`src/rtl/core/tkls_pkg.sv`:
```
// shared types and constants for the top-k largest select unit
// no dependencies; imported by every module of the block
`default_nettype none

package tkls_pkg;

  // list depth default, value and field widths
  localparam int TKLS_MAX_K      = 64;
  localparam int VALUE_W         = 32;
  localparam int RANK_W          = 6;
  localparam int TOP_COUNT_W     = 7;
  localparam int TOP_COUNT_RESET = 4;

  // configuration port
  localparam int APB_ADDR_W = 2;
  localparam int APB_DATA_W = 32;

  // input word
  typedef struct packed {
    logic signed [VALUE_W-1:0] sample;
    logic                      set_end;
  } in_word_t;

  // output word
  typedef struct packed {
    logic signed [VALUE_W-1:0] top_value;
    logic [RANK_W-1:0]         rank;
    logic                      final_result;
  } out_word_t;

  // commands from the controller to every cell of the chain
  typedef struct packed {
    logic insert;
    logic shift;
    logic clear;
  } chain_cmd_t;

endpackage

`default_nettype wire

```
`src/rtl/core/tkls_cell.sv`:
```
// one cell of the sorted chain: holds one kept value and its valid bit
// depends on tkls_pkg
`default_nettype none

module tkls_cell (
  input  logic                               clk,
  input  logic                               rst,
  input  tkls_pkg::chain_cmd_t               cmd,
  input  logic signed [tkls_pkg::VALUE_W-1:0] new_value,
  input  logic signed [tkls_pkg::VALUE_W-1:0] prev_value,
  input  logic                               prev_valid,
  input  logic                               prev_ins,
  input  logic signed [tkls_pkg::VALUE_W-1:0] next_value,
  input  logic                               next_valid,
  output logic signed [tkls_pkg::VALUE_W-1:0] value,
  output logic                               valid,
  output logic                               ins
);
  import tkls_pkg::*;

  // new value belongs here or above: empty slot, or strictly larger than ours
  assign ins = !valid || (new_value > value);

  // valid bit: insert moves down from the neighbor, drain moves up
  always_ff @(posedge clk) begin
    if (rst) begin
      valid <= 1'b0;
    end else if (cmd.clear) begin
      valid <= 1'b0;
    end else if (cmd.insert) begin
      if (prev_ins) begin
        valid <= prev_valid;
      end else if (ins) begin
        valid <= 1'b1;
      end
    end else if (cmd.shift) begin
      valid <= next_valid;
    end
  end

  // held value, no reset needed
  always_ff @(posedge clk) begin
    if (cmd.insert) begin
      if (prev_ins) begin
        value <= prev_value;
      end else if (ins) begin
        value <= new_value;
      end
    end else if (cmd.shift) begin
      value <= next_value;
    end
  end

endmodule

`default_nettype wire

```
`config.mk`:
```
export PLATFORM = sky130hd
export DESIGN_NAME = tkls_cell
export DESIGN_NICKNAME = d
export VERILOG_FILES = /design/src/rtl/core/tkls_pkg.sv /design/src/rtl/core/tkls_cell.sv
export SDC_FILE = /design/constraint.sdc
export NUM_CORES = 1
export LEC_CHECK = 0
export BUFFER_PORTS_ARGS = -buffer_cell sky130_fd_sc_hd__buf_2
export CORE_UTILIZATION = 41
export DETAILED_ROUTE_END_ITERATION = 16
export PLACE_DENSITY = 0.75
export SLEW_MARGIN = 30
export SYNTH_ARGS = -nofsm -noshare
export SYNTH_HDL_FRONTEND = slang
export SYNTH_SLANG_ARGS = --single-unit
export TNS_END_PERCENT = 30
```
`constraint.sdc`:
```
create_clock -name clk -period 3.3 [get_ports clk]
set_input_delay 0.165 -clock clk [delete_from_list [all_inputs] [get_ports clk]]
set_output_delay 0.165 -clock clk [all_outputs]
set_load 0.005 [all_outputs]
```
==> impl_metrics.tcl <==
set metrics [dict create \
    antenna_left 0 \
    cts_sinks 33 \
    p_per_area_nw_per_um2 369 \
    gr-total-overflow 0 \
    clkTransAtPathRegs_ns 0.08 \
    synth-seq-cells 33 \
    final_cells 478 \
    synth_cell_types 32 \
    r2r_slack_ns 0.83 \
    async_flop_share 0 \
    grt_start_max_net_pins 55 \
    cts.htree.levels 2 \
    grt_pass1_wl_um 9760 \
    port_buffers 137 \
    pin_count 138 \
    clk_path_buf_depth 2 \
    skew_ns 0.0121 \
    core_area_sq_um 5920 \
    fin_ws_ns 0.832 \
    critical_path_required_ns 3.33 \
    initial_utilization 0.425 \
    hp-class "input port to register" \
    hold_violations 0 \
    peakVddDrop_mv 0.214 \
    dp_cells 470 \
    worstSetupPathType "register to register" \
    fin_area_sq_um 3400 \
    synthesis.area_sq_um 2510 \
    cp-end-kind "register" \
    synth_fp_nets 402 \
    clkLatencyLatePin_ns 0.29 \
    ctsHoldBuffers 0 \
    yosysSeqAreaShare 0.390 \
    place_congestion 0.752 \
    crit_fanout 16 \
    die_w_um 80.3 \
    slew_viol_final 0 \
    relSlewSlack 0.674 \
    vias_per_cell 4.97 \
    root_buffer "clkbuf_8" \
    period_needed_ns 2.47 \
    avgSynthCellArea_sq_um 9.45 \
    worst_pin_slew_ns 0.490 \
    drt_wl_total_um 6250 \
    cts_resized 0 \
    post_cts_buffers 0 \
    outcome "completed" \
    rsz0062_at_grt "false" \
    drtPass1Iterations 4 \
    dp_hpwl_um 5160 \
    post_drt_wl_per_cell_um 13.1 \
    drv_cap 0 \
    grt_pass1_vias 2155 \
    die_h_um 80.3 \
    synth_edf_count 32 \
    setup-violations-final 0 \
    num_vias 2374 \
    cp.arrival_ns 2.49 \
    drcViolationCount 0 \
    synth_flop_cell "edfxtp_1" \
    rows 28 \
    dpl_worst_slack_ns 0.864 \
    dpl-instance-area_sq_um 3290 \
    fin_nets 538 \
    fin_tns_setup_ns 0 \
    n_antenna_cell 0 \
    total_power_uw 1250 \
    yosys_warnings 0 \
    grt_antenna_before_repair 0 \
    period_share 0.748 \
    timing.fmax_mhz 405 \
    numCtsBuffers 5 \
    grt.total_usage 0.200 \
    synthCells 266 \
    layout_common_cells "buf_2 (137), a21oi_1 (44), nor2_1 (36), inv_1 (33)" \
    drt_iter0_markers 58 \
    tritoncts "built" \
    drive_above_1_share 0.377 \
    area_delta_synth_final_pct 35.1 \
    p_leak_uw 0.00177 \
    final_common_cell "buf_2" \
    dieArea_sq_um 6450 \
    critPathLaunchType "register" \
]
==> worst max-delay path, cell delays in order (launching register included) <==
cell	delay (ns)
edfxtp_1	0.36
inv_1	0.05
ha_1	0.33
a21oi_2	0.14
nand2_1	0.06
a221o_1	0.34
o31a_1	0.32
o41ai_2	0.32
a21oi_4	0.05
buf_4	0.22
==> sequential cells by signal (all words and copies together) (netlist names) <==
signal  flops
value      32
valid       1
==> final cells by class <==
type / count / area (sq um)
Clock buffer: 5 / 68.8
Clock inverter: 3 / 41.3
Fill cell: 540 / 2520
Inverter: 33 / 124
Multi-Input combinational cell: 188 / 1370
Sequential cell: 33 / 981
Tap cell: 75 / 93.8
Timing Repair Buffer: 141 / 716
==> kinds of logic (layout without fill, tap and decap cells) <==
logic type	Yosys count	count (layout)	synth area share
AO/OA/AOI/OAI	61	61	0.139
buffers and inverters	45	182	0.0687
flip-flops	33	33	0.390
adder cells (fa/ha/maj)	32	32	0.159
multiplexers	33	33	0.132
AND/OR/NAND/NOR	62	62	0.111
==> power breakdown <==
group / switching, uW / internal (uW) / total (uW)
Combinational: 178 / 164 / 342
Sequential: 19.7 / 510 / 530
Clock: 160 / 222 / 382
==> metal layers <==
| layer | vias to the layer above | global-route usage | routed length, um |
|---|---|---|---|
| li1 | 1239 | - | - |
| met1 | 1055 | 0.262 | 2880 |
| met2 | 74 | 0.331 | 3000 |
| met3 | 6 | 0.0420 | 304 |
| met4 | 0 | 0.0589 | 74 |
| met5 | - | 0 | 0 |
==> cells in the mapped netlist, types with 2 or more instances <==
| cell | instances | area share |
|---|---|---|
| mux2i_1 | 32 | 0.13 |
| nor4_1 | 2 | 0.0050 |
| buf_2 | 3 | 0.0060 |
| inv_1 | 33 | 0.049 |
| o21ai_1 | 3 | 0.0060 |
| ha_1 | 32 | 0.16 |
| edfxtp_1 | 32 | 0.38 |
| nor3_1 | 3 | 0.0060 |
| a21oi_1 | 45 | 0.090 |
| clkbuf_1 | 9 | 0.013 |
| nand4_1 | 8 | 0.020 |
| o211ai_1 | 2 | 0.0060 |
| nor2_1 | 36 | 0.054 |
| nand2_1 | 6 | 0.0090 |
| nand3_1 | 3 | 0.0060 |
==> through the flow <==
| step | util | hold slack [ns] |
|---|---|---|
| 2_1_floorplan | - | 0.242 |
| 3_3_place_gp | 0.555 | 0.335 |
| 3_5_place_dp | 0.555 | 0.337 |
| 4_1_cts | 0.574 | 0.0248 |
| 5_1_grt | 0.574 | 0.0156 |
| 6_report | 0.574 | 0.0301 |
==> path summary, 6_finish.rpt <==
check                 start        end  depth (start not counted)
setup reg to reg  value[14]  value[22]                          9
hold reg to reg       valid      valid                          3
hold / removal          rst      valid                          2
setup / recovery  value[14]  value[22]                          9
Power figures use the tool's default switching activity.
