### config.mk
export PLATFORM = sky130hd
export DESIGN_NAME = tkls_ctrl
export DESIGN_NICKNAME = d
export VERILOG_FILES = /design/src/rtl/core/tkls_pkg.sv /design/src/rtl/core/tkls_ctrl.sv
export SDC_FILE = /design/constraint.sdc
export NUM_CORES = 1
export LEC_CHECK = 0
export BUFFER_PORTS_ARGS = -buffer_cell sky130_fd_sc_hd__buf_2
export CAP_MARGIN = 20
export CORE_MARGIN = 1
export CORE_UTILIZATION = 55
export DETAILED_ROUTE_END_ITERATION = 10
export PLACE_DENSITY = 0.77
export SYNTH_ARGS = -nofsm -noshare
export SYNTH_HDL_FRONTEND = slang
export SYNTH_SLANG_ARGS = --single-unit
### constraint.sdc
create_clock -name clk -period 2.8 [get_ports clk]
set_input_delay 0.28 -clock clk [delete_from_list [all_inputs] [get_ports clk]]
set_output_delay 0.28 -clock clk [all_outputs]
set_load 0.02 [all_outputs]
### src/rtl/core/tkls_pkg.sv
// shared types and constants for the top-k largest select unit
// no dependencies; imported by every module of the block
`default_nettype none

package tkls_pkg;

  // list depth default, value and field widths
  localparam int TKLS_MAX_K      = 64;
  localparam int VALUE_W         = 32;
  localparam int RANK_W          = 6;
  localparam int TOP_COUNT_W     = 7;
  localparam int TOP_COUNT_RESET = 4;

  // configuration port
  localparam int APB_ADDR_W = 2;
  localparam int APB_DATA_W = 32;

  // input word
  typedef struct packed {
    logic signed [VALUE_W-1:0] sample;
    logic                      set_end;
  } in_word_t;

  // output word
  typedef struct packed {
    logic signed [VALUE_W-1:0] top_value;
    logic [RANK_W-1:0]         rank;
    logic                      final_result;
  } out_word_t;

  // commands from the controller to every cell of the chain
  typedef struct packed {
    logic insert;
    logic shift;
    logic clear;
  } chain_cmd_t;

endpackage

`default_nettype wire

### src/rtl/core/tkls_ctrl.sv
// controller: kept count, result count and drain sequencing for the chain
// depends on tkls_pkg
`default_nettype none

module tkls_ctrl #(
  parameter int MAX_K = tkls_pkg::TKLS_MAX_K
) (
  input  logic                               clk,
  input  logic                               rst,
  input  logic                               in_valid,
  output logic                               in_ready,
  input  logic                               set_end,
  input  logic [tkls_pkg::TOP_COUNT_W-1:0]   top_count,
  output logic                               out_valid,
  input  logic                               out_ready,
  output logic [tkls_pkg::RANK_W-1:0]        rank,
  output logic                               final_result,
  output tkls_pkg::chain_cmd_t               cmd
);
  import tkls_pkg::*;

  localparam int CNT_W = $clog2(MAX_K + 1);
  localparam logic [CNT_W-1:0]       MAX_CNT = CNT_W'(MAX_K);
  localparam logic [TOP_COUNT_W-1:0] MAX_TOP = TOP_COUNT_W'(MAX_K);

  localparam logic ST_IDLE  = 1'b0;
  localparam logic ST_DRAIN = 1'b1;

  logic             state;
  logic [CNT_W-1:0] kept;
  logic [CNT_W-1:0] emit_n;
  logic [CNT_W-1:0] idx;
  logic [CNT_W-1:0] k_eff;
  logic [CNT_W-1:0] kept_inc;
  logic [CNT_W-1:0] emit_new;
  logic             in_fire;
  logic             out_fire;

  // handshakes
  assign in_ready  = (state == ST_IDLE);
  assign out_valid = (state == ST_DRAIN);
  assign in_fire   = in_valid && in_ready;
  assign out_fire  = out_valid && out_ready;

  // clamp k into 1..MAX_K
  always_comb begin
    if (top_count == '0) begin
      k_eff = CNT_W'(1);
    end else if (top_count > MAX_TOP) begin
      k_eff = MAX_CNT;
    end else begin
      k_eff = top_count[CNT_W-1:0];
    end
  end

  // count after this insert, saturating at a full list
  assign kept_inc = (kept == MAX_CNT) ? kept : kept + CNT_W'(1);
  assign emit_new = (kept_inc < k_eff) ? kept_inc : k_eff;

  // result side fields
  assign rank         = RANK_W'(idx);
  assign final_result = ((idx + CNT_W'(1)) == emit_n);

  // chain commands
  assign cmd.insert = in_fire;
  assign cmd.shift  = out_fire;
  assign cmd.clear  = out_fire && final_result;

  // sequencing
  always_ff @(posedge clk) begin
    if (rst) begin
      state  <= ST_IDLE;
      kept   <= '0;
      emit_n <= '0;
      idx    <= '0;
    end else begin
      case (state)
        ST_IDLE: begin
          if (in_fire) begin
            kept <= kept_inc;
            if (set_end) begin
              state  <= ST_DRAIN;
              emit_n <= emit_new;
              idx    <= '0;
            end
          end
        end
        ST_DRAIN: begin
          if (out_fire) begin
            if (final_result) begin
              state <= ST_IDLE;
              kept  <= '0;
            end else begin
              idx <= idx + CNT_W'(1);
            end
          end
        end
        default: begin
          state <= ST_IDLE;
        end
      endcase
    end
  end

  // checks
  a_idx_in_range: assert property (@(posedge clk) disable iff (rst)
    (state == ST_DRAIN) |-> (idx < emit_n) && (emit_n != '0))
    else $error("drain index beyond result count");

  a_final_clears: assert property (@(posedge clk) disable iff (rst)
    (out_fire && final_result) |=> (state == ST_IDLE) && (kept == '0))
    else $error("last result did not clear the list");

  a_end_starts_drain: assert property (@(posedge clk) disable iff (rst)
    (in_fire && set_end) |=> out_valid && (idx == '0))
    else $error("set end did not start result drain");

  a_kept_bound: assert property (@(posedge clk) disable iff (rst)
    kept <= MAX_CNT)
    else $error("kept count above list depth");

endmodule

`default_nettype wire

==> insert_results.sql <==
INSERT INTO impl_metrics (metric_group, metric, value, unit) VALUES
('sta', 'finClkSkew', '3.24', 'ps'),
('power', 'clockPowerShare', '22.5', '%'),
('power', 'worst_ir_drop_vdd', '0.271', 'mV'),
('routing', 'avgRoutedWirePerCell', '15.4', 'um'),
('power', 'p_switching', '0.000192', 'W'),
('routing', 'routed-via-count', '1489', ''),
('yosys', 'post_synth_instance_area', '1610', 'sq um'),
('clock_network', 'clock-sinks', '22', ''),
('clock_network', 'worstSkewPairLatency', '300', 'ps'),
('yosys', 'syn_avg_cell_area', '8.27', 'sq um'),
('sta', 'post-route-worst-setup-slack', '59.9', 'ps'),
('finish', 'commonest_non_fill_non_tap_cells_in_the_layout', 'buf_2 (23), nand3_1 (21), dfxtp_1 (19)', ''),
('grt', 'grt.overflow.total', '0', ''),
('placement', 'placedCellCount', '238', ''),
('clock_network', 'clk_pin_slew', '120', 'ps'),
('min_path', 'min_path_type', 'in2reg', ''),
('yosys', 'synth_cells', '194', ''),
('min_path', 'hp-start', 'top_count[3]', ''),
('finish', 'n_fill_cell', '220', ''),
('routing', 'antenna_violating_nets_post_route', '0', ''),
('placement', 'place_hpwl', '2690', 'um'),
('min_path', 'min_delay_worst_endpoint', 'emit_n[3]', ''),
('finish', 'area.growth.synth_to_final', '14.5', '%'),
('placement', 'placement.setup.worst_slack', '-27.3', 'ps'),
('job', 'cap_viol_max_count', '0', ''),
('finish', 'final_layout_size_suffix_gt1_share', '30.4', '%'),
('yosys', 'net_count_after_synthesis', '215', ''),
('finish', 'antenna_diode_instance_count', '0', ''),
('sta', 'final.min_clock_period', '2740', 'ps'),
('critical_path', 'reg2reg_from', 'kept[0]', ''),
('routing', 'routed_wirelength', '3760', 'um'),
('placement', 'cell_area_reported_after_detailed_placement', '1700', 'sq um'),
('yosys', 'synthArstFlopShare', '0', '%'),
('critical_path', 'r2r_setup_slack', '60', 'ps'),
('die', 'rows', '19', ''),
('sta', 'worst-slew-pin-transition', '476', 'ps'),
('finish', 'post-route-util', '66.7', '%'),
('finish', 'finish.cell_count_without_fillers', '245', ''),
('clock_network', 'clock-root-buffer', 'clkbuf_4', ''),
('routing', 'drc', '0', ''),
('critical_path', 'rr_endpoint', 'emit_n[1]', ''),
('clock_network', 'level_count_of_the_clock_h_tree', '1', ''),
('critical_path', 'criticalPathCategory', 'reg2reg', ''),
('routing', 'routed_via_density', '6.08', ''),
('min_path', 'worstHoldPathCells', '3', ''),
('die', 'ioPinCount', '24', ''),
('grt', 'global_route_usage_over_all_layers', '23.7', '%'),
('grt', 'grt_first_pass_wirelength', '5880', 'um'),
('yosys', 'syn_warnings', '0', ''),
('sta', 'slew_headroom', '68.3', '%'),
('critical_path', 'cp-start-kind', 'register', ''),
('run_status', 'run_status', 'complete, no violations', ''),
('power', 'power_density', '342', 'nW/um^2'),
('power', 'comb_power_share', '24.2', '%'),
('sta', 'period_utilization', '97.9', '%'),
('clock_network', 'cts_buffers', '3', ''),
('yosys', 'seq_area_frac_synth', '27.4', '%'),
('die', 'initial_core_util', '58.2', '%'),
('power', 'internal_dissipation', '0.000435', 'W'),
('finish', 'finish.net_count', '237', ''),
('die', 'core-area', '2760', 'sq um'),
('critical_path', 'cp_data_required_time', '3020', 'ps'),
('yosys', 'yosys_most_used_dff', 'dfxtp_1', ''),
('power', 'total_leakage_power', '0.746', 'nW'),
('die', 'dieArea', '3140', 'sq um'),
('sta', 'slew_viol_final', '0', ''),
('power', 'power.sequential.fraction', '53.2', '%'),
('sta', 'setup_viol_count_final', '0', ''),
('routing', 'dr.pass1.iters', '4', ''),
('die', 'overall_die_height', '56.0', 'um'),
('sta', 'clock.fmax', '365', 'MHz');
cells in the mapped netlist (2+ instances only):
cell | instances | share of area (%)
a21oi_1 | 7 | 2.2
a31oi_1 | 9 | 3.5
and3_1 | 2 | 0.78
buf_4 | 8 | 3.7
clkbuf_1 | 5 | 1.2
dfxtp_1 | 22 | 27
ha_1 | 9 | 7.0
inv_1 | 16 | 3.7
mux2i_1 | 2 | 1.2
nand2_1 | 12 | 2.8
nand2b_1 | 2 | 0.78
nand3_1 | 22 | 6.9
nand3_2 | 2 | 1.2
nand3b_1 | 2 | 0.94
nand4_1 | 2 | 0.78
nor2_1 | 11 | 2.6
nor3_1 | 3 | 0.94
nor4b_2 | 2 | 1.9
o21a_1 | 3 | 1.4
o31ai_1 | 2 | 0.94
o32ai_1 | 3 | 1.6
or3_1 | 6 | 2.3
or3b_1 | 3 | 1.6
xnor2_1 | 10 | 5.5
xnor2_2 | 3 | 3.0
xor2_1 | 5 | 2.7
stage by stage:
stage | TNS (ps) | hold WS, ps | power (W)
global placement | 0 | 464 | 0.000468
global route | -87.5 | 263 | 0.000667
CTS | 0 | 263 | 0.000621
finish | 0 | 275 | 0.000628
detailed placement | -27.3 | 472 | 0.000473
floorplan | 0 | 396 | 0.000433
worst max-delay path by stage:
| stage | endpoint | cells past startpoint | start | slack [ps] |
|---|---|---|---|---|
| CTS | emit_n[5] | 12 | kept[0] | 20 |
| detailed placement | emit_n[1] | 11 | kept[0] | -30 |
| global placement | emit_n[1] | 11 | kept[0] | 110 |
| finish | emit_n[1] | 11 | kept[0] | 60 |
| global route | emit_n[1] | 11 | kept[0] | -60 |
| floorplan | emit_n[1] | 11 | kept[0] | 240 |
worst max-delay path, stage by stage, from the launching register on:
cell      delay [ps]
dfxtp_4          390
ha_2             190
and3_4           220
nand3_2          110
xnor2_2          170
ha_1             320
nand4_1          150
a21oi_2          170
nor3_2            60
a21oi_2          260
mux2_1           380
a211oi_2         240
routing by layer:
metal	up-vias	wire length (um)	track usage (%)
met4	0	132	14.6
met2	65	1880	42.2
met5	-	0	0
met3	10	205	3.26
met1	686	1540	26.4
li1	728	-	-
power groups by stage:
stage	logic [W]	registers [W]	clock network, W
after detailed placement	0.000133	0.000341	0
after global routing	0.000164	0.000336	0.000166
after floorplan	0.0000964	0.000337	0
after global placement	0.000128	0.000340	0
final	0.000152	0.000334	0.000142
after CTS	0.000138	0.000333	0.000149
registers in the layout, summed over array words and instances, names as in the netlist:
signal	flops
kept	7
emit_n	7
out_valid	1
idx	7
cell type report:
| type | count | area [sq um] | area share [%] |
|---|---|---|---|
| clock buffers | 3 | 22.5 | 1.23 |
| well taps | 31 | 38.8 | 2.11 |
| inverters | 17 | 63.8 | 3.47 |
| flip-flops and latches | 22 | 447 | 24.3 |
| repair buffers | 32 | 183 | 9.94 |
| multi-input cells | 140 | 1080 | 59.0 |
what timing repair did:
action | CTS | global route
pin swaps | 1 | 5
setup endpoints to repair | 2 | 7
resized for setup | 1 | 19
buffers inserted | 2 | 2
cells by family after synthesis:
logic type                 after synthesis  synth area share [%]
AOI/OAI and AO/OA                       34                  15.4
xor gates and xnor gates                18                  11.2
adders and majority gates                9                  7.01
buffers and inverters                   32                  9.90
DFF                                     22                  27.4
muxes                                    3                  1.95
and+or+nand+nor                         76                  27.0
No activity file was read; power rests on OpenSTA's default activity.
